File: src/rtl/core/bres_pkg.sv
// shared types, constants and saturation helpers for the bresenham line pixel generator
// no dependencies
`timescale 1ns / 1ps
`default_nettype none

package bres_pkg;

  localparam int unsigned SwapBoxDef    = 800;
  localparam int unsigned CanvasSizeDef = 1500;

  localparam int unsigned CoordW   = 16;
  localparam int unsigned DeltaW   = 17;
  localparam int unsigned ErrW     = 19;
  localparam int unsigned PixW     = 11;
  localparam int unsigned ScaleW   = 16;
  localparam int unsigned OrgW     = 12;
  localparam int unsigned CfgIdxW  = 2;
  localparam int unsigned CfgDataW = 16;

  localparam logic [ScaleW-1:0] ScaleRst = 16'd256;

  typedef enum logic {
    OpLoad = 1'b0,
    OpStep = 1'b1
  } op_e;

  typedef enum logic [CfgIdxW-1:0] {
    CfgScale   = 2'd0,
    CfgOriginX = 2'd1,
    CfgOriginY = 2'd2
  } cfg_idx_e;

  typedef logic signed [CoordW-1:0] coord_t;
  typedef logic signed [OrgW-1:0]   org_t;

  localparam coord_t MaxCoord = 16'sh7fff;
  localparam coord_t MinCoord = 16'sh8000;

  // scaled endpoints, before the origin is added
  typedef struct packed {
    coord_t ax;
    coord_t ay;
    coord_t bx;
    coord_t by;
  } pts_t;

  // segment set-up handed to the stepper
  typedef struct packed {
    coord_t                  cur_x;
    coord_t                  cur_y;
    coord_t                  stop_x;
    coord_t                  stop_y;
    logic [DeltaW-1:0]       delta_x;
    logic [DeltaW-1:0]       delta_y;
    logic signed [ErrW-1:0]  err_acc;
    logic                    step_x_neg;
    logic                    step_y_neg;
  } seg_t;

  typedef struct packed {
    logic [PixW-1:0] pixel_x;
    logic [PixW-1:0] pixel_y;
    logic            last;
  } pix_t;

  function automatic coord_t sat_17(input logic signed [CoordW:0] v);
    if (v[CoordW] == v[CoordW-1]) return v[CoordW-1:0];
    else return v[CoordW] ? MinCoord : MaxCoord;
  endfunction

  function automatic coord_t sat_25(input logic signed [24:0] v);
    if (v[24:CoordW-1] == {10{v[24]}}) return v[CoordW-1:0];
    else return v[24] ? MinCoord : MaxCoord;
  endfunction

endpackage

`default_nettype wire

File: src/rtl/core/bres_setup.sv
// second load stage: origin offset, endpoint swap and bresenham set-up
// depends on bres_pkg
`timescale 1ns / 1ps
`default_nettype none

module bres_setup #(
  parameter int unsigned SWAP_BOX = bres_pkg::SwapBoxDef
) (
  input  wire bres_pkg::pts_t  pts_i,
  input  wire bres_pkg::org_t  origin_x_i,
  input  wire bres_pkg::org_t  origin_y_i,
  output bres_pkg::seg_t       seg_o
);

  localparam bres_pkg::coord_t SwapLim = bres_pkg::coord_t'(SWAP_BOX);

  bres_pkg::coord_t ax0, ay0, bx0, by0;
  bres_pkg::coord_t ax, ay, bx, by;
  logic signed [bres_pkg::CoordW:0] ox, oy;
  logic swap;
  logic [bres_pkg::DeltaW-1:0] dx, dy;

  assign ox = {{(bres_pkg::CoordW + 1 - bres_pkg::OrgW){origin_x_i[bres_pkg::OrgW-1]}},
               origin_x_i};
  assign oy = {{(bres_pkg::CoordW + 1 - bres_pkg::OrgW){origin_y_i[bres_pkg::OrgW-1]}},
               origin_y_i};

  assign ax0 = bres_pkg::sat_17({pts_i.ax[bres_pkg::CoordW-1], pts_i.ax} + ox);
  assign ay0 = bres_pkg::sat_17({pts_i.ay[bres_pkg::CoordW-1], pts_i.ay} + oy);
  assign bx0 = bres_pkg::sat_17({pts_i.bx[bres_pkg::CoordW-1], pts_i.bx} + ox);
  assign by0 = bres_pkg::sat_17({pts_i.by[bres_pkg::CoordW-1], pts_i.by} + oy);

  // first point off the swap box: draw from the other end
  assign swap = (ax0 < 0) || (ax0 > SwapLim) || (ay0 < 0) || (ay0 > SwapLim);

  assign ax = swap ? bx0 : ax0;
  assign ay = swap ? by0 : ay0;
  assign bx = swap ? ax0 : bx0;
  assign by = swap ? ay0 : by0;

  assign dx = (ax > bx) ? 17'({ax[15], ax} - {bx[15], bx}) : 17'({bx[15], bx} - {ax[15], ax});
  assign dy = (ay > by) ? 17'({ay[15], ay} - {by[15], by}) : 17'({by[15], by} - {ay[15], ay});

  assign seg_o.cur_x      = ax;
  assign seg_o.cur_y      = ay;
  assign seg_o.stop_x     = bx;
  assign seg_o.stop_y     = by;
  assign seg_o.delta_x    = dx;
  assign seg_o.delta_y    = dy;
  assign seg_o.err_acc    = $signed({2'b00, dx}) - $signed({2'b00, dy});
  assign seg_o.step_x_neg = !(ax < bx);
  assign seg_o.step_y_neg = !(ay < by);

endmodule

`default_nettype wire

File: config.mk
export PLATFORM = sky130hd
export DESIGN_NAME = bres_setup
export DESIGN_NICKNAME = d
export VERILOG_FILES = /design/src/rtl/core/bres_pkg.sv /design/src/rtl/core/bres_setup.sv
export SDC_FILE = /design/constraint.sdc
export NUM_CORES = 1
export LEC_CHECK = 0
export ABC_AREA = 1
export BUFFER_PORTS_ARGS = -buffer_cell sky130_fd_sc_hd__buf_2
export CORE_MARGIN = 5
export CORE_UTILIZATION = 50
export DETAILED_ROUTE_END_ITERATION = 10
export PLACE_DENSITY = 0.79
export SLEW_MARGIN = 40
export SYNTH_ARGS = -nofsm -noshare
export SYNTH_HDL_FRONTEND = slang
export SYNTH_SLANG_ARGS = --single-unit
File: constraint.sdc
create_clock -name vclk -period 23.8
set_input_delay 2.38 -clock vclk [all_inputs]
set_output_delay 2.38 -clock vclk [all_outputs]
set_load 0.01 [all_outputs]
==> flow_summary.yaml <==
setup_path:
  start_kind: "input port"
  crit_top_cell: "nand2_1"
  endpoint_kind: "primary output"
  crit_family: "simple AND/OR/NAND/NOR gates"
  worstPathRequired_ns: 21.42
  slowest_stage: "nand3_2"
  crit_buf_inv: 11
  worst-path-max-fanout: 97
  crit_arrival_ns: 11.84
  endpoint: "seg_o[19]"
  slowest_delay_ns: 0.56
  timing_worst_setup_path_type: "in -> out"
  crit_start: "origin_y_i[6]"
  cp.depth: 55
synth:
  yosysSeqAreaShare_pct: 0
  syn-cell-area_sq_um: 9780
  synthDistinctLibCells: 47
  syn-num-nets: 2050
  synth_warnings: 0
  synthCells: 1805
  syn_avg_cell_area_sq_um: 5.42
timing:
  finalSetupViolCount: 0
  worstMarginPinSlew_ns: 0.747
  slew_headroom_pct: 50.1
  fmax_ghz: 0.0703
  min_period_over_period_pct: 59.7
  slew_viol_final: 0
  tns_ns: 0
  min_period_ns: 14.22
  hold_viol_final: 0
  rsz0062_at_grt: "no"
detailed_routing:
  route.detailed.drc: 0
  vias_per_cell: 5.45
  wl_met3_microns: 2330
  drt-met1-wl_microns: 15500
  post_drt_wl_per_cell_microns: 15.3
  routed.top_layer: "met4"
  dr.first_iter.drc_count: 865
  antenna_left: 0
  routed_wirelength_microns: 34000
  wl_met2_microns: 14900
  vias: 12124
  firstDrtPassIters: 6
placement:
  io_buffer_count: 207
  hpwl_microns: 29300
  place_congestion: 1.02
  placed_area_sq_um: 10900
final_layout:
  nClkBuffers: 0
  seq_cells: 0
  final_nets: 2207
  register_area_sq_um: 0
  num_antenna_cells: 0
  drive_gt1_share_pct: 12.0
  syn_to_final_growth_pct: 11.2
  final_area_sq_um: 10900
grt:
  grt_usage_pct: 28.4
  grt.overflow.total: 0
  antenna_found_initial: 0
  grt_start_max_net_pins: 98
  grt_pass1_wl_microns: 53600
  grt_pass1_vias: 10884
floorplanning:
  die-area_sq_um: 22500
  core_sq_um: 19300
  fp-row-count: 51
  ios: 207
  start_util_pct: 50.6
  die_w_microns: 150
  fp.dieH_microns: 150
min_path:
  hp-class: "in -> out"
  hold_start: "pts_i[48]"
run:
  cap_violations: 0
run_status:
  status: "complete, no violations"
clock_network:
  cts_hold_buf: 0
  postCtsSetupRepairBufs: 0
  post_cts_resized: 0
cell families (layout without fill, tap and decap cells):
logic type,after synthesis,in the layout,share of synthesized area [%]
buffers and inverters,334,489,13.9
XOR/XNOR,75,75,6.79
AO/OA/AOI/OAI,298,298,17.3
multiplexers,1,1,0.102
AND/OR/NAND/NOR,940,940,41.1
adder cells (fa/ha/maj),157,157,20.8
Yosys cell counts, drive strengths merged, types with 7 or more instances:
library cell | count | area (sq um)
nand2 | 602 | 2270
inv | 276 | 1040
ha | 148 | 1850
a21oi | 134 | 671
nand4 | 115 | 719
nor2 | 115 | 439
o21ai | 92 | 460
nand3 | 76 | 400
xor2 | 61 | 542
buf | 46 | 280
o21bai | 21 | 158
nor3 | 19 | 100
xnor2 | 14 | 123
clkbuf | 10 | 37.5
fa | 9 | 180
a21o | 7 | 52.6
routing by layer:
metal  track usage, %  vias up
met5                0        -
met4             9.15        0
met2             45.6      461
met3             2.88       75
li1                 -     6223
met1             39.8     5365
layout by cell type (no fill, tap or decap), types with 4 or more instances in the layout:
cell       count
nand2_1      597
inv_1        273
buf_2        207
ha_1         148
a21oi_1      134
nand4_1      115
nor2_1       113
o21ai_0       84
nand3_1       72
xor2_1        60
o21bai_1      21
nor3_1        18
xnor2_1       14
fa_1           9
o21ai_1        8
a21o_1         7
o21a_1         6
a31oi_1        6
nand2_2        5
o2111ai_1      5
or2_2          5
nand3_2        4
a21boi_0       4
o31ai_1        4
o211ai_1       4
buf_6          4
metrics by stage:
stage / cells / hold WS [ns] / worst slack, ns / util, %
2_1_floorplan: 1805 / 5.16 / 11.60 / -
3_3_place_gp: 2225 / 5.52 / 9.62 / 56.2
3_5_place_dp: 2225 / 5.51 / 9.44 / 56.2
4_1_cts: 2225 / 5.52 / 9.40 / 56.2
5_1_grt: 2225 / 5.59 / 8.49 / 56.3
6_report: 2225 / 5.52 / 9.58 / 56.3
layout make-up:
cell class | count | area [sq um]
fill | 2049 | 8460
multi-input combinational | 1471 | 8420
timing repair buffer | 211 | 1080
inverter | 278 | 1040
tap | 265 | 332
worst min path at each step:
stage                     cells past startpoint  slack, ns         to
after floorplan                               5       5.16  seg_o[71]
after global placement                        7       5.52  seg_o[71]
after detailed placement                      7       5.51  seg_o[71]
after CTS                                     7       5.52  seg_o[71]
after global routing                          7       5.59  seg_o[71]
final                                         7       5.52  seg_o[71]
Power is left out: the tool's default activity adds up to more than one toggle a clock period on the data nets, which glitch-free logic cannot reach.
