===== config.mk =====
export PLATFORM = sky130hd
export DESIGN_NAME = bres_walk
export DESIGN_NICKNAME = d
export VERILOG_FILES = /design/src/rtl/core/bres_pkg.sv /design/src/rtl/core/bres_walk.sv
export SDC_FILE = /design/constraint.sdc
export NUM_CORES = 1
export LEC_CHECK = 0
export BUFFER_PORTS_ARGS = -buffer_cell sky130_fd_sc_hd__clkbuf_2
export CORE_UTILIZATION = 45
export DETAILED_ROUTE_END_ITERATION = 7
export PLACE_DENSITY_LB_ADDON = 0.15
export REMOVE_ABC_BUFFERS = 1
export SETUP_SLACK_MARGIN = 0.5
export SLEW_MARGIN = 10
export SYNTH_ARGS = -nofsm -noshare
export SYNTH_HDL_FRONTEND = slang
export SYNTH_SLANG_ARGS = --single-unit

===== constraint.sdc =====
create_clock -name clk_i -period 14.6 [get_ports clk_i]
set_clock_uncertainty 0.15 [all_clocks]
set_input_delay 0.73 -clock clk_i [delete_from_list [all_inputs] [get_ports clk_i]]
set_output_delay 0.73 -clock clk_i [all_outputs]
set_load 0.005 [all_outputs]

===== src/rtl/core/bres_pkg.sv =====
// shared types, constants and saturation helpers for the bresenham line pixel generator
// no dependencies
`timescale 1ns / 1ps
`default_nettype none

package bres_pkg;

  localparam int unsigned SwapBoxDef    = 800;
  localparam int unsigned CanvasSizeDef = 1500;

  localparam int unsigned CoordW   = 16;
  localparam int unsigned DeltaW   = 17;
  localparam int unsigned ErrW     = 19;
  localparam int unsigned PixW     = 11;
  localparam int unsigned ScaleW   = 16;
  localparam int unsigned OrgW     = 12;
  localparam int unsigned CfgIdxW  = 2;
  localparam int unsigned CfgDataW = 16;

  localparam logic [ScaleW-1:0] ScaleRst = 16'd256;

  typedef enum logic {
    OpLoad = 1'b0,
    OpStep = 1'b1
  } op_e;

  typedef enum logic [CfgIdxW-1:0] {
    CfgScale   = 2'd0,
    CfgOriginX = 2'd1,
    CfgOriginY = 2'd2
  } cfg_idx_e;

  typedef logic signed [CoordW-1:0] coord_t;
  typedef logic signed [OrgW-1:0]   org_t;

  localparam coord_t MaxCoord = 16'sh7fff;
  localparam coord_t MinCoord = 16'sh8000;

  // scaled endpoints, before the origin is added
  typedef struct packed {
    coord_t ax;
    coord_t ay;
    coord_t bx;
    coord_t by;
  } pts_t;

  // segment set-up handed to the stepper
  typedef struct packed {
    coord_t                  cur_x;
    coord_t                  cur_y;
    coord_t                  stop_x;
    coord_t                  stop_y;
    logic [DeltaW-1:0]       delta_x;
    logic [DeltaW-1:0]       delta_y;
    logic signed [ErrW-1:0]  err_acc;
    logic                    step_x_neg;
    logic                    step_y_neg;
  } seg_t;

  typedef struct packed {
    logic [PixW-1:0] pixel_x;
    logic [PixW-1:0] pixel_y;
    logic            last;
  } pix_t;

  function automatic coord_t sat_17(input logic signed [CoordW:0] v);
    if (v[CoordW] == v[CoordW-1]) return v[CoordW-1:0];
    else return v[CoordW] ? MinCoord : MaxCoord;
  endfunction

  function automatic coord_t sat_25(input logic signed [24:0] v);
    if (v[24:CoordW-1] == {10{v[24]}}) return v[CoordW-1:0];
    else return v[24] ? MinCoord : MaxCoord;
  endfunction

endpackage

`default_nettype wire


===== src/rtl/core/bres_walk.sv =====
// segment state and one bresenham step per step beat
// depends on bres_pkg
`timescale 1ns / 1ps
`default_nettype none

module bres_walk #(
  parameter int unsigned CANVAS_SIZE = bres_pkg::CanvasSizeDef
) (
  input  wire logic            clk_i,
  input  wire logic            rst_ni,
  input  wire logic            seg_vld_i,
  input  wire bres_pkg::seg_t  seg_i,
  input  wire logic            step_i,
  output logic                 push_o,
  output bres_pkg::pix_t       pix_o,
  output logic                 running_o
);

  localparam bres_pkg::coord_t CanvasLim = bres_pkg::coord_t'(CANVAS_SIZE);

  bres_pkg::seg_t seg_q, seg_d;
  logic           running_q, running_d;

  logic                          at_stop, off_canvas, emit;
  logic signed [19:0]            e2, dxs, dys, err_n;
  logic                          mvx, mvy;
  bres_pkg::coord_t              nx, ny;
  logic signed [bres_pkg::CoordW:0] incx, incy;

  function automatic logic outside(input bres_pkg::coord_t x, input bres_pkg::coord_t y);
    return (x <= 0) || (x >= CanvasLim) || (y <= 0) || (y >= CanvasLim);
  endfunction

  assign at_stop    = (seg_q.cur_x == seg_q.stop_x) && (seg_q.cur_y == seg_q.stop_y);
  assign off_canvas = outside(seg_q.cur_x, seg_q.cur_y);
  assign emit       = step_i && running_q && !at_stop && !off_canvas;

  assign e2  = {seg_q.err_acc, 1'b0};
  assign dxs = $signed({3'b000, seg_q.delta_x});
  assign dys = $signed({3'b000, seg_q.delta_y});
  assign mvx = e2 > -dys;
  assign mvy = e2 < dxs;

  assign err_n = {seg_q.err_acc[bres_pkg::ErrW-1], seg_q.err_acc}
                 - (mvx ? dys : 20'sd0) + (mvy ? dxs : 20'sd0);

  assign incx = !mvx ? 17'sd0 : (seg_q.step_x_neg ? -17'sd1 : 17'sd1);
  assign incy = !mvy ? 17'sd0 : (seg_q.step_y_neg ? -17'sd1 : 17'sd1);
  assign nx   = bres_pkg::sat_17({seg_q.cur_x[15], seg_q.cur_x} + incx);
  assign ny   = bres_pkg::sat_17({seg_q.cur_y[15], seg_q.cur_y} + incy);

  always_comb begin
    seg_d     = seg_q;
    running_d = running_q;
    if (seg_vld_i) begin
      seg_d     = seg_i;
      running_d = 1'b1;
    end else if (step_i && running_q) begin
      if (at_stop || off_canvas) begin
        running_d = 1'b0;
      end else begin
        seg_d.cur_x   = nx;
        seg_d.cur_y   = ny;
        seg_d.err_acc = err_n[bres_pkg::ErrW-1:0];
      end
    end
  end

  always_ff @(posedge clk_i or negedge rst_ni) begin
    if (!rst_ni) begin
      seg_q     <= '0;
      running_q <= 1'b0;
    end else begin
      seg_q     <= seg_d;
      running_q <= running_d;
    end
  end

  assign push_o        = emit;
  assign pix_o.pixel_x = seg_q.cur_x[bres_pkg::PixW-1:0];
  assign pix_o.pixel_y = seg_q.cur_y[bres_pkg::PixW-1:0];
  assign pix_o.last    = ((nx == seg_q.stop_x) && (ny == seg_q.stop_y)) || outside(nx, ny);
  assign running_o     = running_q;

endmodule

`default_nettype wire


==> flow_summary.ini <==
[placed_design]
dp_cells = 1743
place.detailed.hpwl_um = 26200
post_dp_cell_area_mm2 = 0.0119
buffer_ports.inserted = 147
dp_worst_setup_slack_ps = 4290
finalWeightedCongestion = 0.971

[sta]
timing.setup.tns_ps = 0
unrepaired_setup_endpoints_after_global_routing = false
hold_viol_final = 0
period_minus_slack_ps = 10880
final_setup_violating_endpoints = 0
slew_headroom_pct = 31.5
slew_violations = 0
final.hold.worst_slack_ps = 183
period_share_pct = 74.5
finalWorstSetupSlack_ps = 3720
highest_achievable_clock_rate_mhz = 92.0
tightest_slew_ps = 1020

[clocking]
tritoncts.num_buffers = 17
cts_hold_buffers = 0
cts_tree = done
clock_sink_count = 120
cts_repair_resize_count = 0
cts_setup_buffers = 0
clkTransAtPathRegs_ps = 70
cts_root_buf = sky130_fd_sc_hd__clkbuf_16
cts-root-to-sink-buffers = 2
clock_latency_ps = 430
ctsHtreeMaxLevel = 4

[logic_synthesis]
post_synth.cell_area_avg_um2 = 8.23
synth.cell_area_mm2 = 0.0111
postSynth.asyncResetShare_pct = 100
synth.distinct_cells = 87
part_of_the_yosys_area_used_for_sequential_elements_pct = 27.1
ys_ff_latch = 120
dominantRegCellSynth = sky130_fd_sc_hd__dfrtp_1
number_of_warning_messages_in_the_yosys_log = 0
cell_count_after_synthesis = 1347
synth-edff-count = 0

[layout]
most_frequent_cells_in_the_layout = sky130_fd_sc_hd__nand2_1 (167), sky130_fd_sc_hd__clkbuf_2 (145), sky130_fd_sc_hd__dfrtp_1 (120)
final_nets = 1655
filler_cells_inserted = 2442
finish.instance_area_mm2 = 0.0125
final_cell_count_without_fillers = 1774
layout.cells.most_common = sky130_fd_sc_hd__nand2_1
fraction_of_final_layout_cells_sized_beyond_drive_strength_1_pct = 18.4
finished_core_util_pct = 51.6
antennaDiodeCount = 0
flow.area_growth_from_synthesis_pct = 12.9

[power_and_ir_drop]
total_power_mw = 1.53
power.leakage_nw = 5.67
share_seq_of_total_power_pct = 27.7
cellPowerDensity_mw_per_mm2 = 122
swShare_pct = 40.5
combinationalPowerShare_pct = 42.4
pint_mw = 0.911
worst_ir_drop_vdd_uv = 50.7
switching_power_mw = 0.621
power_frac_clock_pct = 29.8

[status]
outcome = complete, no violations

[detailed_routing]
drtIter0Drc = 1013
routed_vias_inst = 5.78
dr.pass1.iters = 7
drc = 0
drt-total-wl_um = 34300
routed-via-count = 10300
drt.antenna.violating_nets = 0
drt-wirelength-per-cell_um = 19.3

[floorplan]
num_io_pins = 148
dieArea_mm2 = 0.0253
fp.dieW_um = 159
floorplan_core_area_mm2 = 0.0242
initial_cell_density_of_the_core_pct = 45.7
floorplan.die.height_um = 159
std_cell_rows = 57

[global_route]
grt_first_pass_wirelength_um = 55000
initial_antenna_violation_count = 0
pin_count_of_the_biggest_net_entering_global_routing = 98
number_of_global_route_vias_before_repair = 9875
overflow = 0
global_route.usage.total_pct = 27.8

[setup_path]
timing_worst_setup_path_type = reg2out
crit_path_top_delay_cell = sky130_fd_sc_hd__nor3_1
timing.critical_path.arrival_ps = 10000
worst_ep_required_time_ps = 13720
worst_setup_path_end_kind = output pin
setup.worst_path.start_class = flop
worst_path_dominant_cell_family = compound AO/OA/AOI/OAI gates
timing.critical_path.fanout_max = 20
critical_path.n_buffers_inverters = 1
critical_path.max_stage_delay_ps = 720
crit_top_cell = sky130_fd_sc_hd__o21a_1

[run]
max-cap-violations = 0

[hold_path]
min_path_type = in2async
[power groups by stage]
stage,logic (mW),clock network [mW],registers (mW)
5_1_grt,0.723,0.477,0.430
6_report,0.650,0.457,0.425
3_5_place_dp,0.640,0,0.430
2_1_floorplan,0.465,0,0.406
3_3_place_gp,0.629,0,0.430
4_1_cts,0.644,0.462,0.424
[cell type report]
class / instances / area [um2] / area share (%)
multi-input combinational: 1041 / 7290 / 58.3
inverter: 101 / 379 / 3.03
sequential: 120 / 3000 / 24.0
clock inverter: 12 / 165 / 1.32
timing repair buffer: 157 / 820 / 6.55
tap: 324 / 405 / 3.24
clock buffer: 19 / 453 / 3.62
[worst reg2reg max path, delay by kind of cell, from the launching register on]
kind,cells,cell delay (ps)
adder cells (fa/ha/maj),3,1220
buffers and inverters,1,330
XOR/XNOR,1,150
flip-flops,1,430
AO/OA/AOI/OAI,22,4850
AND/OR/NAND/NOR,5,1690
[per-layer routing]
| layer | GRT usage, % | part of all wire (%) |
|---|---|---|
| met5 | 0 | 0 |
| met4 | 7.87 | 1.8 |
| met3 | 5.05 | 6.7 |
| met2 | 41.3 | 43 |
| met1 | 41.1 | 48 |
[worst paths after layout]
kind	startpoint	endpoint	slack [ps]	depth (start not counted)
hold / removal	rst_ni	dxs[15]	180	1
hold reg to reg	dxs[5]	dxs[5]	400	2
max in group asynchronous	rst_ni	pix_o[6]	12770	2
setup / recovery	e2[1]	pix_o[0]	3720	37
min in group clk_i	seg_i[51]	dxs[13]	350	3
setup reg to reg	e2[1]	pix_o[5]	5700	32
[flip-flops by register name (all words and copies together), names as in the netlist]
signal	count
e2	19
pix_o	22
dxs	17
dys	17
seg_q	44
running_o	1
[logic make-up (layout without fill, tap and decap cells)]
group / count (synthesis) / count (layout) / synth area share [%]
xor gates and xnor gates: 95 / 95 / 7.50
buffers and inverters: 186 / 289 / 7.25
DFF: 120 / 120 / 27.1
and+or+nand+nor: 465 / 465 / 20.8
adders and majority gates: 100 / 100 / 12.4
muxes: 61 / 61 / 6.16
AOI/OAI and AO/OA: 320 / 320 / 18.8
[cell usage after synthesis (17+ instances only)]
library cell               count  area share [%]
sky130_fd_sc_hd__nand3_1      26             1.2
sky130_fd_sc_hd__o21a_1       19             1.3
sky130_fd_sc_hd__ha_1         76             8.6
sky130_fd_sc_hd__xor2_1       32             2.5
sky130_fd_sc_hd__a211oi_1     17             1.2
sky130_fd_sc_hd__a21oi_1      62             2.8
sky130_fd_sc_hd__o21ai_0      99             4.5
sky130_fd_sc_hd__fa_1         18             3.2
sky130_fd_sc_hd__inv_1       100             3.4
sky130_fd_sc_hd__and2_1       24             1.4
sky130_fd_sc_hd__nor2_1       81             2.7
sky130_fd_sc_hd__nand2_1     167             5.7
sky130_fd_sc_hd__mux2_2       48             4.9
sky130_fd_sc_hd__buf_4        25             1.7
sky130_fd_sc_hd__a21o_1       17             1.2
sky130_fd_sc_hd__nand4_1      24             1.4
sky130_fd_sc_hd__dfrtp_1     120              27
sky130_fd_sc_hd__xnor2_1      63             5.0
sky130_fd_sc_hd__nor3_1       40             1.8
sky130_fd_sc_hd__nor4_1       20             1.1
sky130_fd_sc_hd__clkbuf_1     45             1.5
Note: power is estimated with default switching activity, not from simulation.
