$ cat src/rtl/core/bres_pkg.sv
// shared types, constants and saturation helpers for the bresenham line pixel generator
// no dependencies
`timescale 1ns / 1ps
`default_nettype none

package bres_pkg;

  localparam int unsigned SwapBoxDef    = 800;
  localparam int unsigned CanvasSizeDef = 1500;

  localparam int unsigned CoordW   = 16;
  localparam int unsigned DeltaW   = 17;
  localparam int unsigned ErrW     = 19;
  localparam int unsigned PixW     = 11;
  localparam int unsigned ScaleW   = 16;
  localparam int unsigned OrgW     = 12;
  localparam int unsigned CfgIdxW  = 2;
  localparam int unsigned CfgDataW = 16;

  localparam logic [ScaleW-1:0] ScaleRst = 16'd256;

  typedef enum logic {
    OpLoad = 1'b0,
    OpStep = 1'b1
  } op_e;

  typedef enum logic [CfgIdxW-1:0] {
    CfgScale   = 2'd0,
    CfgOriginX = 2'd1,
    CfgOriginY = 2'd2
  } cfg_idx_e;

  typedef logic signed [CoordW-1:0] coord_t;
  typedef logic signed [OrgW-1:0]   org_t;

  localparam coord_t MaxCoord = 16'sh7fff;
  localparam coord_t MinCoord = 16'sh8000;

  // scaled endpoints, before the origin is added
  typedef struct packed {
    coord_t ax;
    coord_t ay;
    coord_t bx;
    coord_t by;
  } pts_t;

  // segment set-up handed to the stepper
  typedef struct packed {
    coord_t                  cur_x;
    coord_t                  cur_y;
    coord_t                  stop_x;
    coord_t                  stop_y;
    logic [DeltaW-1:0]       delta_x;
    logic [DeltaW-1:0]       delta_y;
    logic signed [ErrW-1:0]  err_acc;
    logic                    step_x_neg;
    logic                    step_y_neg;
  } seg_t;

  typedef struct packed {
    logic [PixW-1:0] pixel_x;
    logic [PixW-1:0] pixel_y;
    logic            last;
  } pix_t;

  function automatic coord_t sat_17(input logic signed [CoordW:0] v);
    if (v[CoordW] == v[CoordW-1]) return v[CoordW-1:0];
    else return v[CoordW] ? MinCoord : MaxCoord;
  endfunction

  function automatic coord_t sat_25(input logic signed [24:0] v);
    if (v[24:CoordW-1] == {10{v[24]}}) return v[CoordW-1:0];
    else return v[24] ? MinCoord : MaxCoord;
  endfunction

endpackage

`default_nettype wire

$ cat src/rtl/core/bres_ofifo.sv
// two-entry output buffer, decouples the stepper from a stalling receiver
// depends on bres_pkg
`timescale 1ns / 1ps
`default_nettype none

module bres_ofifo (
  input  wire logic            clk_i,
  input  wire logic            rst_ni,
  input  wire logic            push_i,
  input  wire bres_pkg::pix_t  data_i,
  output logic                 full_o,
  output logic                 valid_o,
  input  wire logic            ready_i,
  output bres_pkg::pix_t       data_o
);

  bres_pkg::pix_t mem_q [2];
  logic           wr_q, rd_q;
  logic [1:0]     cnt_q;
  logic           pop;

  assign pop     = valid_o && ready_i;
  assign valid_o = (cnt_q != 2'd0);
  assign full_o  = (cnt_q == 2'd2);
  assign data_o  = mem_q[rd_q];

  always_ff @(posedge clk_i) begin
    if (push_i) begin
      mem_q[wr_q] <= data_i;
    end
  end

  always_ff @(posedge clk_i or negedge rst_ni) begin
    if (!rst_ni) begin
      wr_q  <= 1'b0;
      rd_q  <= 1'b0;
      cnt_q <= 2'd0;
    end else begin
      if (push_i) wr_q <= !wr_q;
      if (pop)    rd_q <= !rd_q;
      cnt_q <= cnt_q + 2'(push_i) - 2'(pop);
    end
  end

endmodule

`default_nettype wire

$ cat config.mk
export PLATFORM = sky130hd
export DESIGN_NAME = bres_ofifo
export DESIGN_NICKNAME = d
export VERILOG_FILES = /design/src/rtl/core/bres_pkg.sv /design/src/rtl/core/bres_ofifo.sv
export SDC_FILE = /design/constraint.sdc
export NUM_CORES = 1
export LEC_CHECK = 0
export BUFFER_PORTS_ARGS = -buffer_cell sky130_fd_sc_hd__buf_4
export CORE_UTILIZATION = 46
export CTS_CLUSTER_SIZE = 10
export DETAILED_ROUTE_END_ITERATION = 8
export PLACE_DENSITY = 0.74
export SLEW_MARGIN = 10
export SYNTH_ARGS = -nofsm -noshare
export SYNTH_HDL_FRONTEND = slang
export SYNTH_SLANG_ARGS = --single-unit
$ cat constraint.sdc
create_clock -name clk_i -period 1.75 [get_ports clk_i]
set_input_delay 0.35 -clock clk_i [delete_from_list [all_inputs] [get_ports clk_i]]
set_output_delay 0.35 -clock clk_i [all_outputs]
set_load 0.1 [all_outputs]
==> qor.csv, run 1 <==
metric,value,unit
DRC Markers,0,
"FFs w/ async S/R, synth",8.00,%
Crit path required time,1.40,ns
# rows,23,
Setup crit end,data_o[19],
Setup crit end kind,primary output,
clk buf depth,2,
clk sinks,50,
most common cell in the synthesized netlist,edfxtp_1,
Critical R2R Launch,cnt_q[1],
RSZ-0062 raised after global routing,true,
post-route ant nets,0,
final setup vio count,2,
Worst Path Arrival,1.40,ns
synthesized area per cell,22.1,um2
vias per std cell,4.78,
post-synthesis simple-gate area fraction,1.27,%
DRT iter0 DRCs,25,
number of buffers created by CTS,5,
"Hold Vio Cnt, Final",0,
Placer Congestion,0.618,
die span in y,67.3,um
syn_nets,118,
worst r2r path cells,6,
nets@finish,178,
pin count of the biggest net entering global routing,20,
Slew Limit Fails,0,
relative slew slack,77.6,%
fmax,570,MHz
critical path type,reg2out,
Area Growth Syn to Fin,44.3,%
Worst-Margin Slew,0.335,ns
Synth area leader,edfxtp_1,
mux cell area share after synthesis,16.8,%
Antenna Cells,0,
Setup WS post-layout,-0.00343,ns
antenna violations before repair,0,
die width,67.3,um
# IOs,52,
total core area,4060,um2
"Reg clk slew, reported paths",0.09,ns
Final Instance Area,2830,um2
Buffers on Ports,51,
clk_skew,0.0127,ns
sequential element share of the synthesized area,75.5,%
crit path launch,rd_q,
Tcrit/Tclk final,100,%
first-pass GRT wire length,4530,um
dpl hpwl,2060,um
DRT Pass-1 Iters,4,
detailed-route wire length per cell,14.5,um
worst r2r dst,cnt_q[1],
Post-Synth Adder-Cell Area,1.27,%
die footprint,4530,um2
Synth Flop Type,edfxtp_1,
outcome,finished with violations,
CP startpoint kind,flop,
"Remaining Overflow, GRT",0,
H-tree depth,2,
crit path max fanout,16,
layout cells sized above 1,58.7,%
fin crit period,1.75,ns
mapped cell area,1960,um2
GRT Total Usage,14.2,%
Max Cap Viol,0,
Unique masters post-synth,14,
Post-CTS Setup Inserts,0,
largest family of logic cells by synthesized area,multiplexers,
failing checks,negative setup slack,
Post-Synth XOR/XNOR Area,1.78,%
routed wire length,2910,um
synthesized netlist cell count,89,
DP Area,2430,um2
CTS tree,done,
Worst Hold Class,in2reg,
vias in the first global route,994,
Yosys top cell area share,70.4,%
Synth Area in Compound Gates,0.382,%
total vias in the final route,955,
Synthesis Warnings,0,
Clock Latency Late Sink,0.29,ns
Starting Density,48.4,%
synth top area cells,"edfxtp_1 (70%), mux2_4 (15%), dfrtp_1 (5.1%)",
number of flops mapped to enable cells by yosys,46,
R2R setup slack,0.22,ns
Root Buffer,clkbuf_8,
post-synthesis register bit count,50,
"top cells by count, synth","edfxtp_1 (46), mux2_4 (19), dfrtp_1 (4), mux2_2 (4)",
worst max-delay path, cell delays in order (launching register included):
cell and delay [ns]:
dfrtp_1 0.41, buf_12 0.20, mux2_4 0.33, buf_12 0.17
layer usage:
metal	vias up	share of wire (%)	global-route usage, %
met5	-	0	0
met3	2	5.6	4.73
met2	37	52	23.3
met1	459	41	17.2
met4	0	0.65	5.59
li1	457	-	-
what timing repair did:
action,CTS,global route
hold buffers,1,0
gates resized for setup,58,16
endpoints found under the hold margin,4,0
endpoints found under the setup margin,23,23
metrics by stage:
stage | hold WS [ns] | instances | util, % | setup slack, ns | setup TNS [ns]
3_3_place_gp | 0.147 | 191 | 59.9 | 0.252 | 0
4_1_cts | 0.226 | 200 | 68.1 | -0.0279 | -0.156
5_1_grt | 0.220 | 200 | 69.8 | -0.0367 | -0.564
2_1_floorplan | 0.0544 | 89 | - | 0.192 | 0
6_report | 0.236 | 200 | 69.8 | -0.00343 | -0.00585
3_5_place_dp | 0.148 | 191 | 59.9 | 0.238 | 0
state kept, by name, summed over array words and instances, names as in the netlist:
register	count
wr_q	1
rd_q	1
cnt_q	2
mem_q	46
layout make-up:
class | instances | area [um2]
Sequential cell | 50 | 1480
Fill cell | 250 | 1220
Timing Repair Buffer | 56 | 752
Multi-Input combinational cell | 34 | 443
Clock buffer | 6 | 72.6
Tap cell | 50 | 62.6
Clock inverter | 2 | 13.8
Inverter | 2 | 7.51
layout by cell type, fill, tap and decap left out:
cell / instances
clkinv_2: 1
dfrtp_1: 4
xnor2_1: 2
or2_2: 1
inv_1: 2
edfxtp_1: 46
and2_1: 1
mux2_4: 23
buf_4: 28
clkbuf_8: 5
nor2b_2: 2
xor2_1: 2
ha_1: 2
clkbuf_1: 1
o21a_1: 1
buf_12: 26
clkinv_4: 1
dlygate4sd3_1: 1
buf_6: 1
kinds of logic after synthesis:
kind of cell,Yosys count
AOI/OAI and AO/OA,1
buffers and inverters,5
and+or+nand+nor,4
muxes,23
xor gates and xnor gates,4
adders and majority gates,2
DFF,50
worst min-delay path by stage:
stage,startpoint,slack [ns],cells past startpoint,end
2_1_floorplan,rst_ni,0.05,0,cnt_q[0]
3_3_place_gp,rst_ni,0.15,1,cnt_q[0]
3_5_place_dp,rst_ni,0.15,1,cnt_q[1]
4_1_cts,data_i[14],0.23,1,mem_q[1][14]
5_1_grt,data_i[9],0.22,1,mem_q[0][9]
6_report,data_i[14],0.24,1,mem_q[1][14]
Power of run 1 is not shown: default switching activity piles up to over one toggle a cycle in this logic, so the estimate is an artifact.
==> inputs of run 2 (changes only) <==
- BUFFER_PORTS_ARGS: -buffer_cell sky130_fd_sc_hd__buf_4 -> not set
- CORE_UTILIZATION: 46 -> 40
- DONT_BUFFER_PORTS: not set -> 1
- PLACE_DENSITY: 0.74 -> not set
==> run 2 against run 1 <==
Compared with the run above: the flow still finishes with violations (negative setup slack); flip-flop and latch count stayed put; die area grew 15%; first-iteration DRC count up 110%; global-route usage is 1.8 points lower; maximum frequency down 2.1%; via count decreased by 8.3%; clock-buffer cell count is 1 higher; cell count fell by 3.5%; register-to-register slack worse by 0.03 ns; non-clock buffer count down 24; critical endpoint is now data_o[20].
==> qor.csv, run 2 (synthesized netlist as in run 1, its figures left out) <==
metric,value,unit
critical path type,reg2out,
Critical-path top delay cell,dfrtp_2,
Starting Density,41.6,%
dpl hpwl,2140,um
Buffers on Ports,0,
clk_skew,0.00435,ns
total core area,4720,um2
Worst Hold Class,in2reg,
Largest regs,"mem_q: 46 flops, cnt_q: 2 flops",
Root Buffer,clkbuf_8,
R2R setup slack,0.19,ns
Setup crit end kind,primary output,
detailed-route wire length per cell,15.1,um
CP Cell Sequence,buf_4 -> mux2_4 -> buf_12,
fin crit period,1.79,ns
clk buf depth,2,
met2 usage,21.8,%
GR Util met1,12.6,%
"slowest stage delay, CP",0.46,ns
GRT Total Usage,12.3,%
routed wire length,2910,um
Max Cap Viol,0,
total vias in the final route,876,
grt peak-use layer,met2,
CP startpoint kind,flop,
register with the most flip-flops,mem_q,
post-route ant nets,0,
RSZ-0062 raised after global routing,true,
Crit path required time,1.40,ns
die footprint,5190,um2
Worst Path Arrival,1.44,ns
most frequent cells in the layout,"edfxtp_1 (46), buf_12 (24), mux2_4 (23)",
max reg flops,46,
GR Util met3,5.83,%
number of buffers created by CTS,5,
clk sinks,50,
die span in y,72.1,um
outcome,finished with violations,
"commonest non-fill, non-tap cell in the layout",edfxtp_1,
layout cells sized above 1,50.8,%
vias in the first global route,982,
Antenna Cells,0,
die width,72.1,um
Setup WS post-layout,-0.0417,ns
Post-CTS Setup Inserts,0,
DRT Pass-1 Iters,3,
H-tree depth,2,
nets@finish,154,
critical path buffer and inverter count,2,
dpl ws,0.199,ns
Worst-Margin Slew,0.513,ns
vias per std cell,4.54,
"Remaining Overflow, GRT",0,
relative slew slack,66.0,%
failing checks,negative setup slack,
antenna violations before repair,0,
crit path max fanout,6,
Tcrit/Tclk final,102,%
DRT iter0 DRCs,53,
Slew Limit Fails,0,
fin util,56.8,%
fmax,558,MHz
CTS tree,done,
Area Growth Syn to Fin,36.7,%
first-pass GRT wire length,4610,um
"Reg clk slew, reported paths",0.08,ns
DRC Markers,0,
"CP delay by family, top",flip-flops,
Clock Latency Late Sink,0.29,ns
final setup vio count,23,
"Hold Vio Cnt, Final",0,
Placer Congestion,0.669,
pin count of the biggest net entering global routing,19,
# rows,25,
# IOs,52,
==> run 2: cell count changes in the layout (fill, tap and decap cells not counted), sizes merged <==
cell | previous run | this run
clkbuf | 6 | 8
buf | 55 | 30
bufinv | 0 | 1
clkinv | 2 | 0
==> run 2: final timing paths <==
path / startpoint / end / cells past startpoint
max: rd_q / data_o[20] / 3
min: push_i / wr_q / 1
max reg2reg: cnt_q[1] / cnt_q[1] / 6
min reg2reg: wr_q / wr_q / 1
max in group asynchronous: rst_ni / rd_q / 1
min in group asynchronous: rst_ni / cnt_q[1] / 1
==> run 2: timing repair <==
action	CTS	global route
pin swaps	0	0
resized for setup	0	5
hold buffers	1	0
setup endpoints to repair	23	23
gates cloned	0	1
endpoints found under the hold margin	4	0
==> run 2: metal layers <==
metal / wire length [um] / share of wire, %
met1: 1050 / 36
met2: 1530 / 53
met3: 293 / 10
met4: 38 / 1.3
met5: 0 / 0
==> run 2: area by class of cell <==
cell class	count	area, um2
clock inverter	1	30.0
inverter	2	7.51
multi-input combinational	34	443
fill	358	2040
sequential	50	1480
timing repair buffer	32	561
clock buffer	7	76.3
tap	67	83.8
==> run 2: through the flow <==
step,setup TNS [ns],cells,area (um2),hold slack [ns]
6_report,-0.566,193,2680,0.137
5_1_grt,-1.53,193,2680,0.126
4_1_cts,-0.428,192,2640,0.129
3_5_place_dp,0,183,2530,0.0545
3_3_place_gp,0,183,2530,0.0545
2_1_floorplan,0,89,1970,0.0544
Power of run 2 is left out for the same reason.
